### config.mk
export PLATFORM = sky130hd
export DESIGN_NAME = gtpu_header_parser
export DESIGN_NICKNAME = d
export VERILOG_FILES = /design/src/sv/gtpu_pkg.sv /design/src/sv/gtpu_byte_step.sv /design/src/sv/gtpu_header_parser.sv
export SDC_FILE = /design/constraint.sdc
export NUM_CORES = 1
export LEC_CHECK = 0
export BUFFER_PORTS_ARGS = -buffer_cell sky130_fd_sc_hd__clkbuf_2
export CAP_MARGIN = 5
export CORE_ASPECT_RATIO = 1.2
export CORE_MARGIN = 3
export CORE_UTILIZATION = 54
export DETAILED_ROUTE_END_ITERATION = 6
export GPL_ROUTABILITY_DRIVEN = 0
export PLACE_DENSITY_LB_ADDON = 0.05
export SYNTH_ARGS = -nofsm -noshare
export SYNTH_HDL_FRONTEND = slang
export SYNTH_HIERARCHICAL = 1
export SYNTH_SLANG_ARGS = --single-unit
### constraint.sdc
create_clock -name clk -period 7.5 [get_ports clk]
set_input_delay 1.5 -clock clk [delete_from_list [all_inputs] [get_ports clk]]
set_output_delay 1.5 -clock clk [all_outputs]
set_load 0.005 [all_outputs]
### src/sv/gtpu_pkg.sv
`timescale 1ns / 1ps

package gtpu_pkg;

  localparam int unsigned MAX_HEADER_BYTES = 1023;
  localparam int unsigned HDR_LIMIT = (MAX_HEADER_BYTES < 1023) ? MAX_HEADER_BYTES : 1023;
  localparam logic [11:0] HDR_LIMIT_W = 12'(HDR_LIMIT);
  localparam logic [9:0] OFFSET_MAX = 10'd1023;

  localparam logic [2:0] VERDICT_USER_DATA = 3'd0;
  localparam logic [2:0] VERDICT_ECHO_REQ = 3'd1;
  localparam logic [2:0] VERDICT_BAD_VERSION = 3'd2;
  localparam logic [2:0] VERDICT_OTHER_TYPE = 3'd3;
  localparam logic [2:0] VERDICT_TRUNCATED = 3'd4;
  localparam logic [2:0] VERDICT_ZERO_EXT = 3'd5;
  localparam logic [2:0] VERDICT_TOO_LONG = 3'd6;

  localparam logic [7:0] TYPE_ECHO_REQ = 8'd1;
  localparam logic [7:0] TYPE_TPDU = 8'd255;
  localparam logic [7:0] TYPE_EMARK = 8'd254;
  localparam logic [2:0] GTP_VERSION_1 = 3'd1;
  localparam int unsigned FLAG_S_BIT = 1;

  localparam logic [9:0] HDR_BASE_BYTES = 10'd8;
  localparam logic [9:0] HDR_OPT_BYTES = 10'd12;

  typedef struct packed {
    logic [7:0] data_byte;
    logic       last_byte;
  } gtpu_in_t;

  typedef struct packed {
    logic [2:0]  verdict;
    logic [7:0]  message_type;
    logic [31:0] tunnel_id;
    logic [9:0]  header_bytes;
    logic [15:0] sequence_number;
    logic        sequence_present;
  } gtpu_out_t;

  typedef struct packed {
    logic [9:0]  byte_offset;
    logic [7:0]  flags_held;
    logic [7:0]  type_held;
    logic [31:0] teid_held;
    logic [15:0] seq_held;
    logic [9:0]  header_end;
    logic        verdict_given;
  } gtpu_state_t;

  localparam gtpu_state_t STATE_CLEAR = '{
    byte_offset:   10'd0,
    flags_held:    8'd0,
    type_held:     8'd0,
    teid_held:     32'd0,
    seq_held:      16'd0,
    header_end:    HDR_BASE_BYTES,
    verdict_given: 1'b0
  };

endpackage

### src/sv/gtpu_byte_step.sv
`timescale 1ns / 1ps

module gtpu_byte_step (
  input  gtpu_pkg::gtpu_state_t st,
  input  gtpu_pkg::gtpu_in_t    in_item,
  output gtpu_pkg::gtpu_state_t st_nxt,
  output logic                  res_valid,
  output gtpu_pkg::gtpu_out_t   res
);

  logic [9:0]  off;
  logic [7:0]  b;
  logic [11:0] ext_end;
  logic [10:0] off_p1;
  logic        ver_ok;
  logic        any_opt;
  logic        seq_flag;
  logic        sp;
  logic [2:0]  verdict;

  assign off = st.byte_offset;
  assign b = in_item.data_byte;
  assign ext_end = {2'b00, st.header_end} + {2'b00, b, 2'b00};
  assign off_p1 = {1'b0, off} + 11'd1;

  always_comb begin
    st_nxt = st;
    res_valid = 1'b0;
    verdict = gtpu_pkg::VERDICT_USER_DATA;
    res = '0;
    ver_ok = 1'b0;
    any_opt = 1'b0;
    seq_flag = 1'b0;
    sp = 1'b0;
    if (!st.verdict_given) begin
      if (off == 10'd0) begin
        st_nxt.flags_held = b;
      end else if (off == 10'd1) begin
        st_nxt.type_held = b;
      end else if (off >= 10'd4 && off <= 10'd7) begin
        case (off[1:0])
          2'd0: st_nxt.teid_held[31:24] = st.teid_held[31:24] | b;
          2'd1: st_nxt.teid_held[23:16] = st.teid_held[23:16] | b;
          2'd2: st_nxt.teid_held[15:8] = st.teid_held[15:8] | b;
          default: st_nxt.teid_held[7:0] = st.teid_held[7:0] | b;
        endcase
      end else if (off == 10'd8) begin
        st_nxt.seq_held[15:8] = st.seq_held[15:8] | b;
      end else if (off == 10'd9) begin
        st_nxt.seq_held[7:0] = st.seq_held[7:0] | b;
      end

      ver_ok = (st_nxt.flags_held[7:5] == gtpu_pkg::GTP_VERSION_1);
      any_opt = (st_nxt.flags_held[2:0] != 3'd0);
      seq_flag = st_nxt.flags_held[gtpu_pkg::FLAG_S_BIT];

      if (off == 10'd7) begin
        if (!ver_ok) begin
          res_valid = 1'b1;
          verdict = gtpu_pkg::VERDICT_BAD_VERSION;
        end else begin
          if (any_opt) begin
            st_nxt.header_end = gtpu_pkg::HDR_OPT_BYTES;
          end
          if (st_nxt.type_held == gtpu_pkg::TYPE_ECHO_REQ) begin
            if (!seq_flag) begin
              res_valid = 1'b1;
              verdict = gtpu_pkg::VERDICT_ECHO_REQ;
            end
          end else if (st_nxt.type_held != gtpu_pkg::TYPE_TPDU &&
                       st_nxt.type_held != gtpu_pkg::TYPE_EMARK) begin
            res_valid = 1'b1;
            verdict = gtpu_pkg::VERDICT_OTHER_TYPE;
          end else if (!any_opt) begin
            res_valid = 1'b1;
            verdict = gtpu_pkg::VERDICT_USER_DATA;
          end
        end
      end else if (off > 10'd7) begin
        if (st.type_held == gtpu_pkg::TYPE_ECHO_REQ) begin
          if (off == 10'd9) begin
            res_valid = 1'b1;
            verdict = gtpu_pkg::VERDICT_ECHO_REQ;
          end
        end else if (off_p1 == {1'b0, st.header_end}) begin
          if (b == 8'd0) begin
            res_valid = 1'b1;
            verdict = gtpu_pkg::VERDICT_USER_DATA;
          end
        end else if (off == st.header_end) begin
          if (b == 8'd0) begin
            res_valid = 1'b1;
            verdict = gtpu_pkg::VERDICT_ZERO_EXT;
          end else if (ext_end > gtpu_pkg::HDR_LIMIT_W) begin
            res_valid = 1'b1;
            verdict = gtpu_pkg::VERDICT_TOO_LONG;
          end else begin
            st_nxt.header_end = ext_end[9:0];
          end
        end
      end

      if (!res_valid && in_item.last_byte) begin
        res_valid = 1'b1;
        verdict = gtpu_pkg::VERDICT_TRUNCATED;
      end

      sp = (verdict != gtpu_pkg::VERDICT_BAD_VERSION) && ver_ok && seq_flag;
      res.verdict = verdict;
      res.message_type = st_nxt.type_held;
      res.tunnel_id = st_nxt.teid_held;
      res.header_bytes = st_nxt.header_end;
      res.sequence_number = sp ? st_nxt.seq_held : 16'd0;
      res.sequence_present = sp;
      if (res_valid) begin
        st_nxt.verdict_given = 1'b1;
      end
      st_nxt.byte_offset = (off < gtpu_pkg::OFFSET_MAX) ? off_p1[9:0] : gtpu_pkg::OFFSET_MAX;
    end
    if (in_item.last_byte) begin
      st_nxt = gtpu_pkg::STATE_CLEAR;
    end
  end

endmodule

### src/sv/gtpu_header_parser.sv
`timescale 1ns / 1ps

// GTP-U v1 header parser. Takes the packet byte by byte, flags octet first, and
// returns at most one verdict per packet, in the cycle after its deciding byte;
// remaining bytes up to last_byte are absorbed without a result. Throughput is
// one byte every cycle while in_ready is high: the per-byte decode is a single
// pass of compare and add logic between the packet state register and the
// result register, which frees in_ready whenever out_ready is high.

module gtpu_header_parser (
  input  logic                clk,
  input  logic                rst_n,
  input  logic                in_valid,
  output logic                in_ready,
  input  gtpu_pkg::gtpu_in_t  in_data,
  output logic                out_valid,
  input  logic                out_ready,
  output gtpu_pkg::gtpu_out_t out_data
);

  gtpu_pkg::gtpu_state_t state_r;
  gtpu_pkg::gtpu_state_t state_nxt;
  gtpu_pkg::gtpu_out_t   res;
  gtpu_pkg::gtpu_out_t   out_data_r;
  gtpu_pkg::gtpu_out_t   out_data_nxt;
  logic                  res_valid;
  logic                  out_valid_r;
  logic                  out_valid_nxt;
  logic                  accept;

  gtpu_byte_step u_step (
    .st        (state_r),
    .in_item   (in_data),
    .st_nxt    (state_nxt),
    .res_valid (res_valid),
    .res       (res)
  );

  assign in_ready = !out_valid_r || out_ready;
  assign accept = in_valid && in_ready;

  always_comb begin
    out_valid_nxt = out_valid_r;
    out_data_nxt = out_data_r;
    if (accept) begin
      out_valid_nxt = res_valid;
      if (res_valid) begin
        out_data_nxt = res;
      end
    end else if (out_ready) begin
      out_valid_nxt = 1'b0;
    end
  end

  always_ff @(posedge clk) begin
    if (!rst_n) begin
      state_r <= gtpu_pkg::STATE_CLEAR;
      out_valid_r <= 1'b0;
    end else begin
      if (accept) begin
        state_r <= state_nxt;
      end
      out_valid_r <= out_valid_nxt;
    end
  end

  always_ff @(posedge clk) begin
    out_data_r <= out_data_nxt;
  end

  assign out_valid = out_valid_r;
  assign out_data = out_data_r;

  a_hdr_end_floor: assert property (@(posedge clk) disable iff (!rst_n)
    state_r.header_end >= gtpu_pkg::HDR_BASE_BYTES)
    else $error("header end below base header");

  a_verdict_range: assert property (@(posedge clk) disable iff (!rst_n)
    out_valid_r |-> out_data_r.verdict <= gtpu_pkg::VERDICT_TOO_LONG)
    else $error("verdict code out of range");

  a_seq_zero: assert property (@(posedge clk) disable iff (!rst_n)
    out_valid_r && !out_data_r.sequence_present |-> out_data_r.sequence_number == 16'd0)
    else $error("sequence number without S flag");

  a_last_clears: assert property (@(posedge clk) disable iff (!rst_n)
    accept && in_data.last_byte |=> state_r.byte_offset == 10'd0 && !state_r.verdict_given)
    else $error("packet state not cleared after last item");

  a_one_verdict: assert property (@(posedge clk) disable iff (!rst_n)
    accept && state_r.verdict_given |=> !out_valid_r)
    else $error("second verdict in one packet");

endmodule
# After elaboration in Yosys (flattened, before gate mapping)
# Index checks and enable logic that the tools add are counted.
[totals] regBits=154 out_inout_bits=72 inputBits=13 wordCells=123
[classes] n_bitwise=7 reduce_logical=18 muxes=62 eq_ne=15 n_lt_le_gt_ge=5 n_addsub=2
[ops] operator="$mux W85" count=2
[ops] operator="$mux W56" count=2
[ops] operator="$mux W10" count=10
[ops] operator="$mux W8" count=10
[ops] operator="$mux W48" count=1
[ops] operator="$or A8 B8 Y8" count=6
[ops] operator="$mux W3" count=11
[ops] operator="$mux W32" count=1
[ops] operator="$mux W1" count=23
[ops] operator="$eq A10 B4 Y1 const B" count=2
[ops] operator="$eq A8 B1 Y1 const B" count=2
[ops] operator="$mux W16" count=1
[ops] operator="$ne A8 B8 Y1 const B" count=2
[ops] operator="$gt A12 B10 Y1 const B" count=1
[ops] operator="$add A10 B1 Y11 const B" count=1
[ops] operator="$add A10 B10 Y11" count=1
[ops] operator="$eq A11 B10 Y1" count=1
[ops] operator="$eq A10 B1 Y1 const B" count=1
[ops] operator="$eq A10 B10 Y1" count=1
[ops] operator="$eq A10 B3 Y1 const B" count=1
[ops] operator="$ge A10 B3 Y1 const B" count=1
[ops] operator="$gt A10 B3 Y1 const B" count=1
[ops] operator="$le A10 B3 Y1 const B" count=1
[ops] operator="$logic_not A10 Y1" count=1
[ops] operator="18 further kinds" count=25

# Longest topological paths before layout
# Gate-level depths: netlist of run 1.
[depth] word_depth=23 mapped_depth=13 ltp_nobuf=12

# Hierarchy
# The synthesis of run 1 kept the hierarchy.
[by_module_without_submodules] mod="gtpu_header_parser" area_each_um2=5511.5 seq_area_each_um2=3823.7 n_inst=1 cells_each=445
[by_module_without_submodules] mod="gtpu_byte_step" area_each_um2=3166.8 seq_area_each_um2=0.0 n_inst=1 cells_each=564

# Least setup slack after synthesis of run 1
# Ideal clock, no wire load.
[synth_path] kind="input to register" start="input port in_data[2] (netlist bit)" end="register out_data_r (netlist bit out_data[0]) (enable)" required_ns=6.993 n_path_buf=1 slack_ns=0.392 path_stages=12 setup_time_ns=0.507 arrival_ns=6.601 cell_sequence="clkbuf_1 inv_1 fa_1 nor2b_1 o2111ai_1 a31oi_1 nor2_1 nor2_1 o21ai_0 a31oi_1 nand2_1 nor2b_1"
[synth_via] elab_chain_cells=16 word_cells_on_any_way=33 classes_between="add/sub: 1; order compare: 1; eq/ne: 3; mux: 22; reduce/logical: 6"
[synth_rtl] element="start, declared" line_no="gtpu_header_parser.sv:15" source="input gtpu_pkg::gtpu_in_t in_data,"
[synth_rtl] element="$add A10 B10 Y11 or $mux W8 (tied branches)" line_no="gtpu_byte_step.sv:23, gtpu_byte_step.sv:38"
[synth_rtl] element="$gt A12 B10 Y1 or $mux W56 (tied branches)" line_no="gtpu_byte_step.sv:94, gtpu_byte_step.sv:36"
[synth_rtl] element="$mux W1 or $mux W56 (tied branches)" line_no="gtpu_byte_step.sv:94, gtpu_byte_step.sv:35"
[synth_rtl] element="$mux W1, or another cell as far along" line_no="gtpu_byte_step.sv:91" source="if (b == 8'd0) begin"
[synth_rtl] element="$mux W1 or $logic_and A1 B1 Y1 (tied branches)" line_no="gtpu_byte_step.sv:90, gtpu_byte_step.sv:70"
[synth_rtl] element="$mux W1 (on tied branches)" line_no="gtpu_byte_step.sv:85, gtpu_byte_step.sv:70"
[synth_rtl] element="$mux W1 (on tied branches)" line_no="gtpu_byte_step.sv:80, gtpu_byte_step.sv:65"
[synth_rtl] element="$mux W1 (on tied branches)" line_no="gtpu_byte_step.sv:79, gtpu_byte_step.sv:58"
[synth_rtl] element="$mux W1 *" line_no="gtpu_byte_step.sv:57" source="if (off == 10'd7) begin"
[synth_rtl] element="$mux W1 *" line_no="gtpu_byte_step.sv:35" source="if (!st.verdict_given) begin"
[synth_rtl] element="$logic_not A1 Y1" line_no="gtpu_byte_step.sv:103" source="if (!res_valid && in_item.last_byte) begin"
[synth_rtl] element="$logic_and A1 B1 Y1" line_no="gtpu_byte_step.sv:103"
[synth_rtl] element="$mux W1 *" line_no="gtpu_byte_step.sv:103"
[synth_rtl] element="$mux W1 * (2 in series)" line_no="gtpu_byte_step.sv:35"
[synth_rtl] element="via res_valid" line_no="gtpu_header_parser.sv:26" source="logic res_valid;"
[synth_rtl] element="$reduce_and A2 Y1 (no source line) *"
[synth_rtl] element="end signal, assigned" line_no="gtpu_header_parser.sv:68" source="out_data_r <= out_data_nxt;"
[synth_rtl] element="end, declared" line_no="gtpu_header_parser.sv:24" source="gtpu_pkg::gtpu_out_t out_data_r;"
# The timed path passes the listed nets; every way through them passes the cells marked *. The select of a mux whose other input is x is not followed.
# A chain may end at the register's enable or synchronous reset.

# Final worst setup path of run 1
[layout_path] start="input port in_data[1] (netlist bit)" end="register out_data_r (netlist bit out_data[32]) (enable)"
# The elaborated chain is that of the path after synthesis.

==> flow_summary_export.csv, run 1 <==
group,metric,value,unit
power,power_density,198,mW/mm²
layout,area_growth,10.7,%
run_status,status,"finished, final reports clean",
clock_tree,cts_buffer_depth,2,
global_routing,grt_start_max_net_pins,86,
setup_path,critical-path-top-delay-family,"simple AND/OR/NAND/NOR gates",
clock_tree,insertion_delay,0.42,ns
setup_path,rr_worst_depth,12,
placed_design,postPlaceCellArea,0.00892,mm²
yosys,synth_area,0.00858,mm²
sta,max_slew_margin,0.357,
floorplanning,core,0.0153,mm²
sta,fin_crit,4.99,ns
hold_path,min_path_cells,2,
sta,final_max_slew_viol_count,0,
setup_path,path_class,"primary input to flop",
sta,fin_skew,0.00913,ns
layout,postLayoutCellArea,0.00950,mm²
yosys,synthCells,995,
floorplanning,initial_utilization,0.562,
power,irDropWorstVdd,0.000108,V
detailed_routing,drt_iter0_markers,949,
setup_path,cp_slowest_stage_delay,0.75,ns
setup_path,required,7.61,ns
floorplanning,dieArea,0.0174,mm²
setup_path,crit_chain,"clkbuf_2 > ha_1 > inv_1 > fa_1 > nor2b_1 > o2111ai_1 > a31oi_1 > nor2_1 > nor2_1 > o21ai_0 > a31oi_1 > nand2_1 > nor2b_4 > buf_12",
clock_tree,cts-resized-gates,0,
sta,tns,0,ns
detailed_routing,post-route-drc-count,0,
sta,max_freq,200,MHz
yosys,synth_nets,1022,
power,power.total,1.88,mW
floorplanning,die_h,144,µm
clock_tree,cts_sinks,154,
sta,rsz0062_at_grt,"no",
clock_tree,cts_buffers,17,
layout,seq_area,0.00378,mm²
global_routing,globalRouteTotalUtil,0.244,
setup_path,cp_slowest_cell,"nor2b_4",
clock_tree,clockRootBuffer,"clkbuf_16",
detailed_routing,dr.pass1.iters,5,
clock_tree,cts_hold_buf,0,
clock_tree,htreeDepth,4,
floorplanning,io_pins,85,
setup_path,end_kind,"flop",
sta,tightest_slew,0.965,ns
clock_tree,clkTransAtPathRegs,0.06,ns
layout,final_layout_size_suffix_gt1_frac,0.134,
floorplanning,rows,49,
layout,finalNetCount,1048,
layout,multi_input_area,0.00435,mm²
global_routing,grt_overflow_total,0,
global_routing,grt_pass1_vias,6349,
sta,finalHoldViolCount,0,
placed_design,io_buffers,84,
sta,finalSetupViolations,0,
clock_tree,cts_tree,"yes",
layout,final_cells,1237,
placed_design,dp_hpwl,13.2,mm
detailed_routing,viasPerCell,5.69,
detailed_routing,ant_nets,0,
floorplanning,die_w,121,µm
global_routing,grt_pass1_wl,33.6,mm
detailed_routing,wl,21.1,mm
setup_path,cp_max_fo,41,
power,p_leak,3.66,nW
detailed_routing,vias,7038,
setup_path,cp.arrival,5.10,ns
hold_path,min_path_type,"flop to flop",
clock_tree,post_cts_buffers,0,
setup_path,start_kind,"primary input",
setup_path,worst-path-buf-inv,3,
detailed_routing,wl_per_cell,17.1,µm
sta,hold_ws,0.471,ns
layout,nFillCells,1325,
job,drv_cap,0,
yosys,ys_warn_count,6,
layout,diodes,0,
placed_design,place_inst,1206,
sta,final.period_utilization,0.666,
yosys,syn_area_per_cell,8.62,µm²
global_routing,antenna_found_initial,0,
setup_path,cp.depth,14,
[final timing paths]
kind	startpoint	endpoint	slack (ns)
worst min register to register	state_r[43]	state_r[43]	0.47
worst max register to register	state_r[75]	out_data[32]	3.22
worst max-delay path	in_data[1]	out_data[32]	2.51
worst min-delay path	state_r[43]	state_r[43]	0.47
[worst reg2reg max path, cell delays in order (launching register included)]
cell and delay, ns:
dfxtp_1 0.56, inv_1 0.12, ha_1 0.30, nor3b_1 0.26, and3_1 0.48, mux2i_1 0.27, inv_1 0.09, a221oi_2 0.33
a41oi_1 0.13, a31oi_1 0.22, nand2_1 0.13, nor2b_4 0.75, buf_12 0.31
[placed cells by master, fill, tap and decap left out, drive strengths merged, types with 5 or more instances in the layout]
cell type and instances:
a21oi 117, a41oi 5, clkbuf 104, nand2 202, xor2 7, mux2i 99, nand4 6, buf 7
a31oi 5, nor2 149, dfxtp 84, ha 13, inv 14, a22oi 6, xnor2 15, and2 5
edfxtp 70, nand3 11, and3 16, nor3 13, o21ai 9, nor2b 11
[report_power, final]
part | internal, mW | leakage, nW | switching, mW
clock network | 0.506 | 0.271 | 0.339
registers | 0.892 | 1.35 | 0.00729
logic | 0.0444 | 2.04 | 0.0942
total | 1.44 | 3.66 | 0.440
[final cells by class]
type / instances / area share
Multi-Input combinational cell: 744 / 0.458
Tap cell: 204 / 0.0269
Sequential cell: 154 / 0.398
Clock buffer: 21 / 0.0485
Timing Repair Buffer: 90 / 0.0506
Clock inverter: 10 / 0.0125
Inverter: 14 / 0.00553
[stage by stage]
| stage | worst slack (ns) | util |
|---|---|---|
| 2_1_floorplan | 0.392 | - |
| 3_3_place_gp | 2.13 | 0.584 |
| 3_5_place_dp | 2.09 | 0.584 |
| 4_1_cts | 2.50 | 0.622 |
| 5_1_grt | 2.24 | 0.622 |
| 6_report | 2.51 | 0.622 |
[flip-flops by register name, indices dropped and copies added, names as in the netlist]
signal and cells:
state_r 83, out_data 70, out_valid 1
[per-layer routing]
metal	track usage	wire [µm]
met5	0	0
met3	0.0419	1220
met1	0.337	9500
met4	0.0722	302
met2	0.395	10100
Note: power is estimated with default switching activity, not from simulation.
==> inputs of run 2 (changes only) <==
- ABC_AREA: unset -> 1
- clock period: 7.5 -> 5.01 ns (I/O delays scaled with it)
==> flow_summary_export.csv, run 2 <==
group,metric,value,unit
detailed_routing,met1_length,10.9,mm
yosys,synth_nets,1349,
sta,final.period_utilization,0.762,
layout,area_growth,9.32,%
detailed_routing,wl_met3,1.42,mm
detailed_routing,drt_iter0_markers,845,
detailed_routing,vias,8647,
layout,final_layout_size_suffix_gt1_frac,0.153,
setup_path,end_kind,"flop",
floorplanning,io_pins,85,
layout,diodes,0,
power,p_leak,4.63,nW
layout,largest_reg_flops,83,
yosys,ys_warn_count,6,
clock_tree,cts_sinks,154,
layout,postLayoutCellArea,0.0104,mm²
clock_tree,cts_buffer_depth,2,
detailed_routing,dr.pass1.iters,5,
floorplanning,dieArea,0.0193,mm²
sta,finalHoldViolCount,0,
setup_path,cp_slowest_cell,"buf_4",
sta,hold_ws,0.485,ns
detailed_routing,wl_per_cell,15.8,µm
power,irDropWorstVdd,0.000202,V
floorplanning,core,0.0170,mm²
placed_design,io_buffers,84,
sta,fin_skew,0.0105,ns
clock_tree,clockRootBuffer,"clkbuf_16",
detailed_routing,wl,24.9,mm
layout,nFillCells,1603,
yosys,syn_area_per_cell,7.20,µm²
placed_design,postPlaceCellArea,0.00981,mm²
detailed_routing,ant_nets,0,
power,power_density,322,mW/mm²
global_routing,grt_overflow_total,0,
clock_tree,cts_tree,"yes",
global_routing,grt_pass1_wl,40.4,mm
sta,max_slew_margin,0.314,
hold_path,min_path_type,"flop to flop",
sta,finalSetupViolations,0,
sta,tightest_slew,1.03,ns
layout,final_common_cell,"nor2_1",
yosys,synthCells,1322,
floorplanning,initial_utilization,0.558,
placed_design,place_inst,1541,
run_status,status,"finished, final reports clean",
layout,regMostFlops,"state_r",
sta,tns,0,ns
clock_tree,cts-resized-gates,0,
floorplanning,rows,52,
global_routing,grt_pass1_vias,7842,
clock_tree,cts_hold_buf,0,
sta,rsz0062_at_grt,"no",
layout,final_cells,1573,
sta,final_max_slew_viol_count,0,
detailed_routing,viasPerCell,5.50,
setup_path,cp.arrival,3.89,ns
setup_path,cp_max_fo,35,
global_routing,globalRouteTotalUtil,0.261,
clock_tree,cts_buffers,17,
clock_tree,htreeDepth,4,
detailed_routing,met2_length,12.0,mm
placed_design,dp_hpwl,15.7,mm
job,drv_cap,0,
layout,final_cell_mix,"nor2_1, nand2_1, inv_1",
clock_tree,insertion_delay,0.43,ns
setup_path,crit_chain,"clkbuf_2 > ha_1 > inv_1 > fa_1 > o21ai_0 > nand3_1 > nor2_1 > nor2_1 > o21ai_0 > nand2_1 > nand3_1 > nand2_2 > nand3_1 > nand2_1 > inv_1 > inv_1 > nor2_4 > buf_4",
layout,fin_util,0.610,
sta,max_freq,262,MHz
power,power.total,3.35,mW
yosys,synth_area,0.00951,mm²
sta,fin_crit,3.82,ns
global_routing,antenna_found_initial,0,
global_routing,grt_start_max_net_pins,103,
setup_path,required,5.08,ns
sta,fin_ws,1.19,ns
placed_design,dp_slack,0.793,ns
detailed_routing,top_layer,"met4",
setup_path,cp_slowest_stage_delay,0.45,ns
detailed_routing,post-route-drc-count,0,
setup_path,start_kind,"primary input",
setup_path,path_class,"primary input to flop",
layout,finalNetCount,1371,
clock_tree,post_cts_buffers,0,
floorplanning,die_h,151,µm
floorplanning,die_w,127,µm
clock_tree,clkTransAtPathRegs,0.07,ns
-- run 2: final timing paths --
kind              cells past startpoint     endpoint  slack [ns]        start
setup / recovery                     18  out_data[5]        1.19   in_data[1]
setup reg to reg                     17  out_data[5]        1.36  state_r[75]
hold reg to reg                       2  state_r[67]        0.49  state_r[67]
hold / removal                        2  state_r[67]        0.49  state_r[67]
-- run 2: worst max-delay path, delay by kind of cell --
family	cells	cell delay, ns
compound gates	2	0.41
fa+ha+maj	2	0.64
buf+inv	5	0.94
simple gates	9	0.84
-- run 2: area by class of cell --
class / instances / area, µm² / share of cell area
clock inverters: 15 / 161 / 0.0155
repair buffers: 97 / 520 / 0.0500
clock buffers: 17 / 425 / 0.0409
multi-input cells: 908 / 4610 / 0.443
inverters: 166 / 627 / 0.0603
well taps: 216 / 270 / 0.0260
flip-flops and latches: 154 / 3780 / 0.364
-- run 2: routing by layer --
layer  global-route usage  vias up
li1                     -     4346
met1                0.346     4011
met2                0.443      254
met3               0.0388       36
met4               0.0783        0
met5                    0        -
-- run 2: power breakdown --
part           switching [mW]  leakage, nW  internal (mW)
sequential             0.0578         1.39           1.40
combinational           0.412         2.97          0.205
clock                   0.576        0.277          0.703
total                    1.05         4.63           2.30
==> inputs of run 3 (changes only) <==
- ABC_AREA: 1 -> 0
- clock period: 5.01 -> 3.8 ns (I/O delays scaled with it)
==> flow_summary_export.csv, run 3 (synthesis results as in run 1) <==
group,metric,value,unit
run_status,status,"finished, final reports clean",
sta,max_freq,299,MHz
clock_tree,cts_buffer_depth,2,
global_routing,grt_overflow_total,0,
hold_path,hp-start,"state_r[11]",
floorplanning,core,0.0153,mm²
sta,fin_ws,0.461,ns
layout,largest_reg_flops,83,
placed_design,io_buffers,84,
job,drv_cap,0,
layout,final_cell_mix,"nand2_1, nor2_1, a21oi_1",
floorplanning,io_pins,85,
setup_path,r2r-end,"out_data[33]",
layout,diodes,0,
detailed_routing,ant_nets,0,
setup_path,rr_worst_depth,12,
layout,final_common_cell,"nand2_1",
floorplanning,initial_utilization,0.562,
setup_path,cp_max_fo,32,
clock_tree,cts_tree,"yes",
layout,area_growth,13.9,%
power,irDropWorstVdd,0.000278,V
global_routing,grt_start_max_net_pins,65,
clock_tree,cts_buffers,17,
layout,finalNetCount,1070,
floorplanning,die_w,121,µm
detailed_routing,vias,7229,
setup_path,cp.arrival,3.46,ns
hold_path,min_path_type,"flop to flop",
setup_path,r2r_start,"state_r[75]",
sta,rsz0062_at_grt,"no",
sta,final_max_slew_viol_count,0,
clock_tree,cts-resized-gates,0,
sta,tightest_slew,0.978,ns
sta,finalSetupViolations,0,
sta,fin_skew,0.00732,ns
clock_tree,insertion_delay,0.43,ns
layout,postLayoutCellArea,0.00977,mm²
clock_tree,post_cts_buffers,0,
global_routing,grt_pass1_vias,6599,
sta,final.period_utilization,0.879,
detailed_routing,dr.pass1.iters,5,
floorplanning,rows,49,
global_routing,antenna_found_initial,0,
clock_tree,htreeDepth,4,
layout,final_layout_size_suffix_gt1_frac,0.163,
detailed_routing,viasPerCell,5.74,
placed_design,postPlaceCellArea,0.00915,mm²
setup_path,end_kind,"flop",
clock_tree,cts_hold_buf,0,
clock_tree,clockRootBuffer,"clkbuf_16",
detailed_routing,post-route-drc-count,0,
hold_path,min_path_cells,2,
sta,max_slew_margin,0.345,
setup_path,r2r_slack,0.46,ns
floorplanning,die_h,144,µm
floorplanning,dieArea,0.0174,mm²
detailed_routing,wl,21.9,mm
clock_tree,cts_sinks,154,
global_routing,globalRouteTotalUtil,0.254,
setup_path,start_kind,"flop",
detailed_routing,drt_iter0_markers,680,
setup_path,required,3.92,ns
layout,regMostFlops,"state_r",
placed_design,dp_slack,0.402,ns
setup_path,path_class,"flop to flop",
placed_design,dp_hpwl,14.3,mm
clock_tree,clkTransAtPathRegs,0.07,ns
global_routing,grt_pass1_wl,34.8,mm
power,power_density,395,mW/mm²
sta,finalHoldViolCount,0,
sta,fin_crit,3.34,ns
detailed_routing,wl_per_cell,17.3,µm
power,power.total,3.86,mW
power,p_leak,3.82,nW
hold_path,hold_end,"state_r[11]",
## run 3: report_power, final
part	switching, mW	internal [mW]	total [mW]
logic	0.191	0.102	0.293
clock network	0.723	1.07	1.79
registers	0.0144	1.76	1.77
total	0.929	2.93	3.86
## run 3: worst max path at each step
| stage | slack [ns] | endpoint | cells after the start | startpoint |
|---|---|---|---|---|
| finish | 0.46 | out_data[33] | 12 | state_r[75] |
| global route | 0.28 | out_data[33] | 10 | state_r[78] |
| CTS | 0.51 | out_data[33] | 12 | state_r[75] |
| detailed placement | 0.40 | out_data[33] | 14 | in_data[1] |
| global placement | 0.44 | out_data[32] | 14 | in_data[1] |
| floorplan | -0.01 | out_data[0] | 12 | in_data[1] |
## run 3: metrics by stage
step           hold WS [ns]   util  instances  setup TNS (ns)
6_report              0.473  0.640       1260               0
5_1_grt               0.485  0.640       1260               0
4_1_cts               0.475  0.640       1260               0
3_5_place_dp          0.464  0.599       1228               0
3_3_place_gp          0.457  0.599       1228               0
2_1_floorplan         0.431      -        995          -0.913
## run 3: metal layers
metal  track usage  up-vias  part of all wire
met1         0.336     3423              0.44
met3        0.0563       40             0.057
met2         0.409      242              0.48
met4         0.101        0             0.031
li1              -     3524                 -
met5             0        -                 0
## run 3: layout make-up
type / count / area, µm²
Inverter: 14 / 52.6
Multi-Input combinational cell: 744 / 4380
Sequential cell: 154 / 3780
Timing Repair Buffer: 112 / 671
Fill cell: 1287 / 5500
Clock buffer: 18 / 439
Tap cell: 204 / 255
Clock inverter: 14 / 184
## run 3: worst max-delay path: stages, from the launching register on
cell and delay, ns:
dfxtp_1 0.55, inv_1 0.12, ha_1 0.31, nor2b_1 0.17
and3_1 0.23, mux2_2 0.32, and2_4 0.18, a221oi_2 0.26
a41oi_2 0.09, a31oi_1 0.24, nand2_1 0.13, nor2b_4 0.19
buf_12 0.22
